### config.mk
export PLATFORM = sky130hd
export DESIGN_NAME = cuboid_selection_tracker
export DESIGN_NICKNAME = d
export VERILOG_FILES = /design/src/hdl/cst_pkg.sv /design/src/hdl/cuboid_selection_tracker.sv
export SDC_FILE = /design/constraint.sdc
export NUM_CORES = 2
export LEC_CHECK = 0
export BUFFER_PORTS_ARGS = -buffer_cell sky130_fd_sc_hd__buf_2
export CAP_MARGIN = 20
export CORE_ASPECT_RATIO = 0.75
export CORE_UTILIZATION = 55
export DETAILED_ROUTE_END_ITERATION = 6
export PLACE_DENSITY = 0.69
export SLEW_MARGIN = 10
export SYNTH_ARGS = -nofsm -noshare
export SYNTH_HDL_FRONTEND = slang
export SYNTH_SLANG_ARGS = --single-unit
### constraint.sdc
create_clock -name clock -period 9.8 [get_ports clock]
set_input_delay 0 -clock clock [delete_from_list [all_inputs] [get_ports clock]]
set_output_delay 0 -clock clock [all_outputs]
set_load 0.01 [all_outputs]
### src/hdl/cst_pkg.sv
`timescale 1ns / 1ps
// Shared types and constants for the cuboid selection tracker.
// Used by the top level and its port checker; depends on nothing else.
package cst_pkg;

   // Item kinds carried on the request tuser.
   typedef enum logic [2:0] {
      KIND_SET_FIRST  = 3'd0,
      KIND_SET_SECOND = 3'd1,
      KIND_EXPAND     = 3'd2,
      KIND_CONTRACT   = 3'd3,
      KIND_SHIFT      = 3'd4
   } kind_type;

   // Configuration register indexes.
   typedef enum logic {
      CSR_HEIGHT_FLOOR   = 1'b0,
      CSR_HEIGHT_CEILING = 1'b1
   } csr_index_type;

   localparam int KIND_BITS    = 3;
   localparam int WORLD_BITS   = 8;
   localparam int SEL_BITS     = 9;
   localparam int PORT_COORD   = 26;
   localparam int FLOOR_BITS   = 12;
   localparam int CEIL_BITS    = 13;
   localparam int CSR_BITS     = 13;
   localparam int WIDE_BITS    = 34;

   localparam int FLOOR_RESET  = -64;
   localparam int CEIL_RESET   = 320;

   // Request word: world_index, coord_x, coord_y, coord_z, zero fill.
   localparam int REQ_LSB_WORLD = 0;
   localparam int REQ_LSB_X     = REQ_LSB_WORLD + WORLD_BITS;
   localparam int REQ_LSB_Y     = REQ_LSB_X + PORT_COORD;
   localparam int REQ_LSB_Z     = REQ_LSB_Y + PORT_COORD;
   localparam int REQ_USED      = REQ_LSB_Z + PORT_COORD;
   localparam int REQ_BITS      = ((REQ_USED + 7) / 8) * 8;

   // Response word: box lo x,y,z, box hi x,y,z, active, world_out, zero fill.
   localparam int RSP_LSB_ACTIVE = 6 * PORT_COORD;
   localparam int RSP_LSB_WORLD  = RSP_LSB_ACTIVE + 1;
   localparam int RSP_USED       = RSP_LSB_WORLD + SEL_BITS;
   localparam int RSP_BITS       = ((RSP_USED + 7) / 8) * 8;

endpackage

### src/hdl/cuboid_selection_tracker.sv
`timescale 1ns / 1ps
// Cuboid selection tracker: input register, one pass of adders and clamps, output register.
// A taken word passes through the input register and then the output register before it shows on rsp.
// Throughput: one word per cycle while rsp is not stalled; a stalled rsp lets one more word into the input register.
// Reset (synchronous, active high) clears both stages, zeroes corners and box,
// drops the selection (world -1) and restores height floor -64 and ceiling 320.
// Uses cst_pkg.
module cuboid_selection_tracker #(
   parameter int COORD_BITS = 26
) (
   input  logic                           clock,
   input  logic                           reset,
   input  logic                           req_tvalid,
   output logic                           req_tready,
   // world_index, coord_x, coord_y, coord_z (from bit 0 up), zero fill
   input  logic [cst_pkg::REQ_BITS-1:0]   req_tdata,
   // kind
   input  logic [cst_pkg::KIND_BITS-1:0]  req_tuser,
   input  logic                           req_tlast,
   output logic                           rsp_tvalid,
   input  logic                           rsp_tready,
   // box_lo_x, box_lo_y, box_lo_z, box_hi_x, box_hi_y, box_hi_z, active,
   // world_out (from bit 0 up), zero fill
   output logic [cst_pkg::RSP_BITS-1:0]   rsp_tdata,
   input  logic                           csr_we,
   input  logic                           csr_addr,
   input  logic [cst_pkg::CSR_BITS-1:0]   csr_wdata
);

   localparam int W  = COORD_BITS;
   localparam int WB = cst_pkg::WIDE_BITS;
   localparam int PC = cst_pkg::PORT_COORD;
   localparam logic signed [WB-1:0] CMAX = (WB'(1) <<< (W - 1)) - WB'(1);
   localparam logic signed [WB-1:0] CMIN = -CMAX - WB'(1);

   typedef logic signed [W-1:0] coord_type;

   function automatic coord_type sat(input logic signed [WB-1:0] v);
      coord_type r;
      if (v > CMAX) begin
         r = CMAX[W-1:0];
      end else if (v < CMIN) begin
         r = CMIN[W-1:0];
      end else begin
         r = v[W-1:0];
      end
      return r;
   endfunction

   function automatic coord_type sat_add(input coord_type a, input coord_type b);
      logic signed [WB-1:0] s;
      s = WB'(a) + WB'(b);
      return sat(s);
   endfunction

   function automatic coord_type cmin(input coord_type a, input coord_type b);
      return (a < b) ? a : b;
   endfunction

   function automatic coord_type cmax(input coord_type a, input coord_type b);
      return (a > b) ? a : b;
   endfunction

   function automatic logic [PC-1:0] to_port(input coord_type v);
      logic signed [WB-1:0] t;
      t = WB'(v);
      return t[PC-1:0];
   endfunction

   localparam coord_type CLAMP_LO_RESET = sat(WB'(cst_pkg::FLOOR_RESET));
   localparam coord_type CLAMP_HI_RESET = sat(WB'(cst_pkg::CEIL_RESET - 1));

   // Input stage.
   logic                              in_valid_ff;
   logic [cst_pkg::KIND_BITS-1:0]     kind_ff;
   logic [cst_pkg::WORLD_BITS-1:0]    world_ff;
   logic                              last_ff;
   coord_type                         c_ff [3];

   // Selection state.
   coord_type                         first_ff  [3];
   coord_type                         second_ff [3];
   coord_type                         lo_ff     [3];
   coord_type                         hi_ff     [3];
   logic                              have_ff;
   logic signed [cst_pkg::SEL_BITS-1:0] sel_world_ff;
   coord_type                         clamp_lo_ff;
   coord_type                         clamp_hi_ff;

   coord_type                         first_in  [3];
   coord_type                         second_in [3];
   coord_type                         lo_in     [3];
   coord_type                         hi_in     [3];
   logic                              have_in;
   logic signed [cst_pkg::SEL_BITS-1:0] sel_world_in;

   logic                              rsp_valid_ff;
   logic [cst_pkg::RSP_BITS-1:0]      rsp_data_ff;
   logic [cst_pkg::RSP_BITS-1:0]      rsp_data_in;

   logic                              advance;
   logic                              req_take;
   logic                              fresh;
   logic                              do_update;
   logic                              upper;
   logic                              first_moves;
   coord_type                         cy_f;
   coord_type                         cy_s;

   assign advance    = in_valid_ff && (!rsp_valid_ff || rsp_tready);
   assign req_tready = !in_valid_ff || advance;
   assign req_take   = req_tvalid && req_tready;
   assign rsp_tvalid = rsp_valid_ff;
   assign rsp_tdata  = rsp_data_ff;

   always_ff @(posedge clock) begin
      if (reset) begin
         in_valid_ff <= 1'b0;
      end else if (req_take) begin
         in_valid_ff <= 1'b1;
      end else if (advance) begin
         in_valid_ff <= 1'b0;
      end
   end

   // Coordinates are saturated to the internal width on entry.
   always_ff @(posedge clock) begin
      if (req_take) begin
         kind_ff  <= req_tuser;
         world_ff <= req_tdata[cst_pkg::REQ_LSB_WORLD +: cst_pkg::WORLD_BITS];
         last_ff  <= req_tlast;
         c_ff[0]  <= sat(WB'($signed(req_tdata[cst_pkg::REQ_LSB_X +: PC])));
         c_ff[1]  <= sat(WB'($signed(req_tdata[cst_pkg::REQ_LSB_Y +: PC])));
         c_ff[2]  <= sat(WB'($signed(req_tdata[cst_pkg::REQ_LSB_Z +: PC])));
      end
   end

   always_ff @(posedge clock) begin
      if (reset) begin
         clamp_lo_ff <= CLAMP_LO_RESET;
         clamp_hi_ff <= CLAMP_HI_RESET;
      end else if (csr_we) begin
         unique case (csr_addr)
            cst_pkg::CSR_HEIGHT_FLOOR: begin
               clamp_lo_ff <= sat(WB'($signed(csr_wdata[cst_pkg::FLOOR_BITS-1:0])));
            end
            cst_pkg::CSR_HEIGHT_CEILING: begin
               clamp_hi_ff <= sat(WB'($signed(csr_wdata[cst_pkg::CEIL_BITS-1:0])) - WB'(1));
            end
            default: begin
            end
         endcase
      end
   end

   always_comb begin
      fresh        = !have_ff || ($signed({1'b0, world_ff}) != sel_world_ff);
      have_in      = have_ff;
      sel_world_in = sel_world_ff;
      do_update    = 1'b0;
      upper        = 1'b0;
      first_moves  = 1'b0;
      for (int a = 0; a < 3; a++) begin
         first_in[a]  = first_ff[a];
         second_in[a] = second_ff[a];
         lo_in[a]     = lo_ff[a];
         hi_in[a]     = hi_ff[a];
      end

      case (kind_ff)
         cst_pkg::KIND_SET_FIRST, cst_pkg::KIND_SET_SECOND: begin
            do_update = 1'b1;
            if (fresh) begin
               have_in      = 1'b1;
               sel_world_in = $signed({1'b0, world_ff});
            end
            for (int a = 0; a < 3; a++) begin
               if (kind_ff == cst_pkg::KIND_SET_FIRST) begin
                  first_in[a] = c_ff[a];
                  if (fresh) begin
                     second_in[a] = c_ff[a];
                  end
               end else begin
                  second_in[a] = c_ff[a];
                  if (fresh) begin
                     first_in[a] = c_ff[a];
                  end
               end
            end
         end
         cst_pkg::KIND_EXPAND, cst_pkg::KIND_CONTRACT: begin
            do_update = last_ff;
            for (int a = 0; a < 3; a++) begin
               // Ties between the corners go to the first corner.
               upper = (kind_ff == cst_pkg::KIND_EXPAND) ? (c_ff[a] > 0) : (c_ff[a] < 0);
               first_moves = upper ? (first_ff[a] >= second_ff[a])
                                   : (first_ff[a] <= second_ff[a]);
               if (first_moves) begin
                  first_in[a] = sat_add(first_ff[a], c_ff[a]);
               end else begin
                  second_in[a] = sat_add(second_ff[a], c_ff[a]);
               end
            end
         end
         cst_pkg::KIND_SHIFT: begin
            do_update = 1'b1;
            for (int a = 0; a < 3; a++) begin
               first_in[a]  = sat_add(first_ff[a], c_ff[a]);
               second_in[a] = sat_add(second_ff[a], c_ff[a]);
            end
         end
         default: begin
         end
      endcase

      // Box refresh: the y limits come from the corners before their own clamp.
      cy_f = cmin(cmax(first_in[1], clamp_lo_ff), clamp_hi_ff);
      cy_s = cmin(cmax(second_in[1], clamp_lo_ff), clamp_hi_ff);
      if (do_update) begin
         for (int a = 0; a < 3; a++) begin
            lo_in[a] = cmin(first_in[a], second_in[a]);
            hi_in[a] = cmax(first_in[a], second_in[a]);
         end
         lo_in[1]     = cmax(lo_in[1], clamp_lo_ff);
         hi_in[1]     = cmin(hi_in[1], clamp_hi_ff);
         first_in[1]  = cy_f;
         second_in[1] = cy_s;
      end

      rsp_data_in = '0;
      for (int a = 0; a < 3; a++) begin
         rsp_data_in[a * PC +: PC]       = to_port(lo_in[a]);
         rsp_data_in[(a + 3) * PC +: PC] = to_port(hi_in[a]);
      end
      rsp_data_in[cst_pkg::RSP_LSB_ACTIVE] = have_in;
      rsp_data_in[cst_pkg::RSP_LSB_WORLD +: cst_pkg::SEL_BITS] = sel_world_in;
   end

   always_ff @(posedge clock) begin
      if (reset) begin
         have_ff      <= 1'b0;
         sel_world_ff <= '1;
         for (int a = 0; a < 3; a++) begin
            first_ff[a]  <= '0;
            second_ff[a] <= '0;
            lo_ff[a]     <= '0;
            hi_ff[a]     <= '0;
         end
      end else if (advance) begin
         have_ff      <= have_in;
         sel_world_ff <= sel_world_in;
         for (int a = 0; a < 3; a++) begin
            first_ff[a]  <= first_in[a];
            second_ff[a] <= second_in[a];
            lo_ff[a]     <= lo_in[a];
            hi_ff[a]     <= hi_in[a];
         end
      end
   end

   always_ff @(posedge clock) begin
      if (reset) begin
         rsp_valid_ff <= 1'b0;
      end else if (advance) begin
         rsp_valid_ff <= 1'b1;
      end else if (rsp_tready) begin
         rsp_valid_ff <= 1'b0;
      end
   end

   always_ff @(posedge clock) begin
      if (advance) begin
         rsp_data_ff <= rsp_data_in;
      end
   end

endmodule

# Yosys cells after proc, flatten, opt, wreduce, memory -nomap -nowiden

Memory sizes are Yosys's and may differ from the RTL's.
Index checks and enable logic that the tools add are counted.

Bits in registers: 242
Latch bits: 0
RAM bits: 390
Bits in read-only memories: 0
Output and inout bits: 170
Word-level logic and storage cells: 197
Memories: 5

Memories:

| memory    | depth | width | read ports | clocked after Yosys merged registers in | wr ports | line                           | source |
|---|---|---|---|---|---|---|---|
| c_ff      | 3     | 26    | 3          | 0                                       | 3        | cuboid_selection_tracker.sv:78 | `coord_type c_ff [3];` |
| first_ff  | 3     | 26    | 3          | 0                                       | 3        | cuboid_selection_tracker.sv:81 | `coord_type first_ff [3];` |
| hi_ff     | 3     | 26    | 3          | 0                                       | 3        | cuboid_selection_tracker.sv:84 | `coord_type hi_ff [3];` |
| lo_ff     | 3     | 26    | 3          | 0                                       | 3        | cuboid_selection_tracker.sv:83 | `coord_type lo_ff [3];` |
| second_ff | 3     | 26    | 3          | 0                                       | 3        | cuboid_selection_tracker.sv:82 | `coord_type second_ff [3];` |

Add/subtract/negate cells: 7
$mul: 0
Div/mod/pow operators: 0
$lt $le $gt $ge: 46
Eq/ne operators: 5
Shift operators: 0
Multiplexer cells: 95
Bitwise gates (word level): 13
Reductions and logical operators: 16

Operator list:

| cell                  | count |
|---|---|
| $mux 26               | 69 |
| $pmux 78 s3           | 2 |
| $add 26x26->27        | 6 |
| $gt 27x26->1 const B  | 6 |
| $lt 27x26->1 const B  | 6 |
| $gt 26x26->1          | 6 |
| $lt 26x26->1          | 6 |
| $mux 78               | 2 |
| $ge 26x26->1          | 3 |
| $gt 26x1->1 const B   | 3 |
| $gt 26x26->1 const B  | 3 |
| $le 26x26->1          | 3 |
| $lt 26x1->1 const B   | 3 |
| $lt 26x26->1 const B  | 3 |
| $gt 12x26->1 const B  | 1 |
| $gt 14x26->1 const B  | 1 |
| $lt 12x26->1 const B  | 1 |
| $lt 14x26->1 const B  | 1 |
| $mux 1                | 19 |
| $mux 9                | 2 |
| $sub 13x2->14 const B | 1 |
| $or 1x1->1            | 12 |
| $ne 9x9->1            | 1 |
| $eq 3x2->1 const B    | 2 |
| other kinds (12)      | 20 |

# Longest topological paths before layout

An unclocked memory read counts as a cell.

Depth in word-level cells: 13
Gate-level depth with buffers: 43

# Worst setup path after synthesis

Ideal clock, no wire load.

Path kind: register to register
From: register rsp_valid_ff, in the netlist rsp_tvalid
To: memory first_ff[0][0] (netlist name) (enable)
Data arrival time: 7.917 ns
Data required time: 9.070 ns
Path slack: 1.153 ns
Cell stages (with the launch flop): 5
Clock period less this slack: 8.647 ns
Cell sequence: dfxtp_1 nor2b_1 nand2b_1 clkbuf_1 nand2b_1

RTL lines:

| element                | line                            | source |
|---|---|---|
| start, declared        | cuboid_selection_tracker.sv:97  | `logic rsp_valid_ff;` |
| start signal, assigned | cuboid_selection_tracker.sv:263 | `rsp_valid_ff <= 1'b0;` |
| start signal, assigned | cuboid_selection_tracker.sv:265 | `rsp_valid_ff <= 1'b1;` |
| start signal, assigned | cuboid_selection_tracker.sv:267 | `rsp_valid_ff <= 1'b0;` |
| end, declared          | cuboid_selection_tracker.sv:81  |  |

==> reports/qor.yml <==
logic_synthesis:
  synth_cell_types: 102
  synth-main-ff-cell: "edfxtp_1"
  yosys.area.top_type: "edfxtp_1"
  synth_common_cells: "edfxtp_1, ha_1, nor2_1"
  yosys_warnings: 0
  postSynthAreaPerCell_um2: 9.42
  yosysMostFrequentCell: "edfxtp_1"
  ys_seq_area_share_pct: 39.3
  yosysTopAreaCellShare_pct: 37.6
  synth_area_leaders: "edfxtp_1, ha_1, a21oi_1"
  synth_area_mm2: 0.0454
  synth_cells: 4819
  async_flop_share_pct: 0
  ys_seq_elements: 608
  synth_edf_count: 568
routing:
  drtIter0Drc: 6095
  avgRoutedWirePerCell_um: 25.7
  ant_nets: 0
  vias: 41800
  drc: 0
  vias_per_cell: 6.65
  drt-pass1-iter-count: 7
  detail_route.wirelength_um: 161000
global_routing:
  antenna_found_initial: 3
  grt_max_degree: 119
  grtUsageTotal_pct: 37.3
  grt_pass1_vias: 37400
  grt_pass1_wl_um: 237000
  overflow: 0
finish:
  design_area_mm2: 0.0520
  syn_to_final_growth_pct: 14.6
  drive_above_1_share_pct: 13.2
  antennaDiodeCount: 0
  final_nets: 5749
clocking:
  clock_path_buffers: 3
  cts_tree: "built"
  cts_num_sinks: 608
  htree_num_levels: 3
  cts-root-buf: "clkbuf_16"
  clk_pin_slew_ps: 70
  clkLatencyLatePin_ps: 670
  cts_buffers: 68
floorplanning:
  initial_core_util_pct: 56.0
  core_mm2: 0.0811
  core.rowCount: 90
  dieArea_mm2: 0.0837
  die_w_um: 334
  design.portCount: 281
  die_y_um: 251
critical_path:
  r2r_slack_ps: 370
  critical_path.max_fanout: 13
  crit_buf_inv: 6
  crit_type: "reg -> reg"
  timing.rr.end: "second_ff[0][50]"
  crit_required_ps: 10170
  worstPathArrival_ps: 9800
  path_depth: 34
  cp_top_family: "compound AO/OA/AOI/OAI gates"
  worstSetupEndpointType: "register"
  startpoint: "second_ff[0][31]"
  timing.rr.start: "second_ff[0][31]"
  r2r_cells: 34
  cp_slowest_stage_delay_ps: 790
  critPathCapture: "second_ff[0][50]"
  crit_slowest_cell: "nor2_1"
  cp-start-kind: "register"
sta:
  period_share_pct: 96.2
  hold_viol: 0
  slew_viol_final: 0
  finalSetupViolations: 0
  fmax_mhz: 106
  min_period_ps: 9430
  rsz0062_at_grt: "false"
  worst_pin_slew_ps: 1250
  finClkSkew_ps: 35.5
  relSlewSlack_pct: 16.8
  timing.hold.ws_ps: 61.9
  tns_ps: 0
power_and_ir_drop:
  p_leak_nw: 22.4
  powerDensity_mw_per_mm2: 206
  power_w: 0.0107
  vdd_drop_max_mv: 0.144
placement:
  port_buffers: 276
  placed_area_mm2: 0.0483
  dp_hpwl_um: 119000
  gp_congestion: 1.02
min_path:
  hold_path.class: "in -> reg"
status:
  status: "finished, final reports clean"
job:
  cap_violations: 0
-- stage by stage --
| step | utilization, % | std cells | setup slack, ps |
|---|---|---|---|
| CTS | 64.0 | 6274 | 173 |
| global route | 64.2 | 6279 | 25.6 |
| finish | 64.2 | 6279 | 370 |
| detailed placement | 59.6 | 6024 | 198 |
| floorplan | - | 4820 | 1150 |
| global placement | 59.6 | 6024 | 444 |
-- routing by layer --
| metal | wire, µm | up-vias | global-route usage, % |
|---|---|---|---|
| met5 | 27 | - | 0 |
| met4 | 3610 | 4 | 8.61 |
| met3 | 23700 | 228 | 10.5 |
| met2 | 60800 | 2590 | 48.3 |
| met1 | 73000 | 20000 | 59.6 |
| li1 | - | 19000 | - |
-- cell usage in the layout, fill, tap and decap left out, drive strengths merged, types with 22 or more instances in the layout --
cell type    Yosys  layout
and3            25      25
dlygate4sd3      0     125
mux2            38      38
a211o           22      22
a211oi          94      94
nor2           465     465
ha             466     466
clkbuf         260      82
o211ai          43      43
nand4           71      71
nand2          347     347
o21ai          247     247
o21bai          26      26
buf             42     453
and2            93      93
a21o           173     173
a222oi          43      43
or3             27      27
xor2            48      48
nand2b          48      48
xnor2           94      94
o211a           23      23
nor3            58      58
o21a            92      92
a22oi           62      62
inv            257     263
mux2i           42      42
nor4            31      31
a221oi          47      47
dfxtp           40      40
a221o           29      29
nand3           81      81
a21oi          444     444
edfxtp         568     568
o221ai          77      77
a31oi           49      49
clkinv           0      26
nor2b           45      45
-- state kept, by name (all words and copies together) (netlist names) --
| name | cells |
|---|---|
| rsp_tdata | 166 |
| c_ff | 78 |
| first_ff | 78 |
| hi_ff | 78 |
| lo_ff | 78 |
| second_ff | 78 |
| clamp_hi_ff | 15 |
| clamp_lo_ff | 13 |
| sel_world_ff | 9 |
| world_ff | 8 |
| kind_ff | 3 |
| have_ff | 1 |
| in_valid_ff | 1 |
| last_ff | 1 |
| rsp_tvalid | 1 |
-- worst min-delay path by stage --
stage / from / to / slack [ps] / cells after the start
floorplan: req_tuser[0] / kind_ff[0] / 100 / 0
global placement: req_tdata[65] / c_ff[0][57] / 180 / 1
detailed placement: req_tdata[57] / c_ff[0][49] / 180 / 1
CTS: req_tdata[44] / c_ff[0][36] / 30 / 2
global route: req_tdata[36] / c_ff[0][28] / 50 / 2
finish: req_tdata[38] / c_ff[0][30] / 60 / 2
-- area by class of cell --
cell class / instances / area, µm²
clock inverter: 43 / 514
tap: 1058 / 1320
multi-input combinational: 3653 / 25600
sequential: 608 / 17900
inverter: 257 / 972
fill: 6724 / 29100
timing repair buffer: 578 / 4020
clock buffer: 82 / 1770
-- report_power, final --
| part | internal, W | total (W) | switching (W) | leakage [nW] |
|---|---|---|---|---|
| sequential | 0.00315 | 0.00333 | 0.000180 | 6.10 |
| clock | 0.00155 | 0.00271 | 0.00116 | 1.12 |
| combinational | 0.00172 | 0.00467 | 0.00295 | 15.2 |
| total | 0.00641 | 0.0107 | 0.00430 | 22.4 |
-- kinds of logic after synthesis --
logic type                 after synthesis  share of synthesized area [%]
DFF                                    608                           39.3
xor gates and xnor gates               142                           2.74
adders and majority gates              477                           13.2
and+or+nand+nor                       1342                           13.8
other                                    1                        0.00826
buffers and inverters                  559                           4.77
AOI/OAI and AO/OA                     1610                           24.2
muxes                                   80                           1.87
-- what timing repair did --
action	4_1_cts	5_1_grt
gates resized for setup	0	23
hold buffers	125	0
endpoints found under the hold margin	133	0
setup endpoints to repair	0	86
setup buffers	0	4
Power figures use the tool's default switching activity.
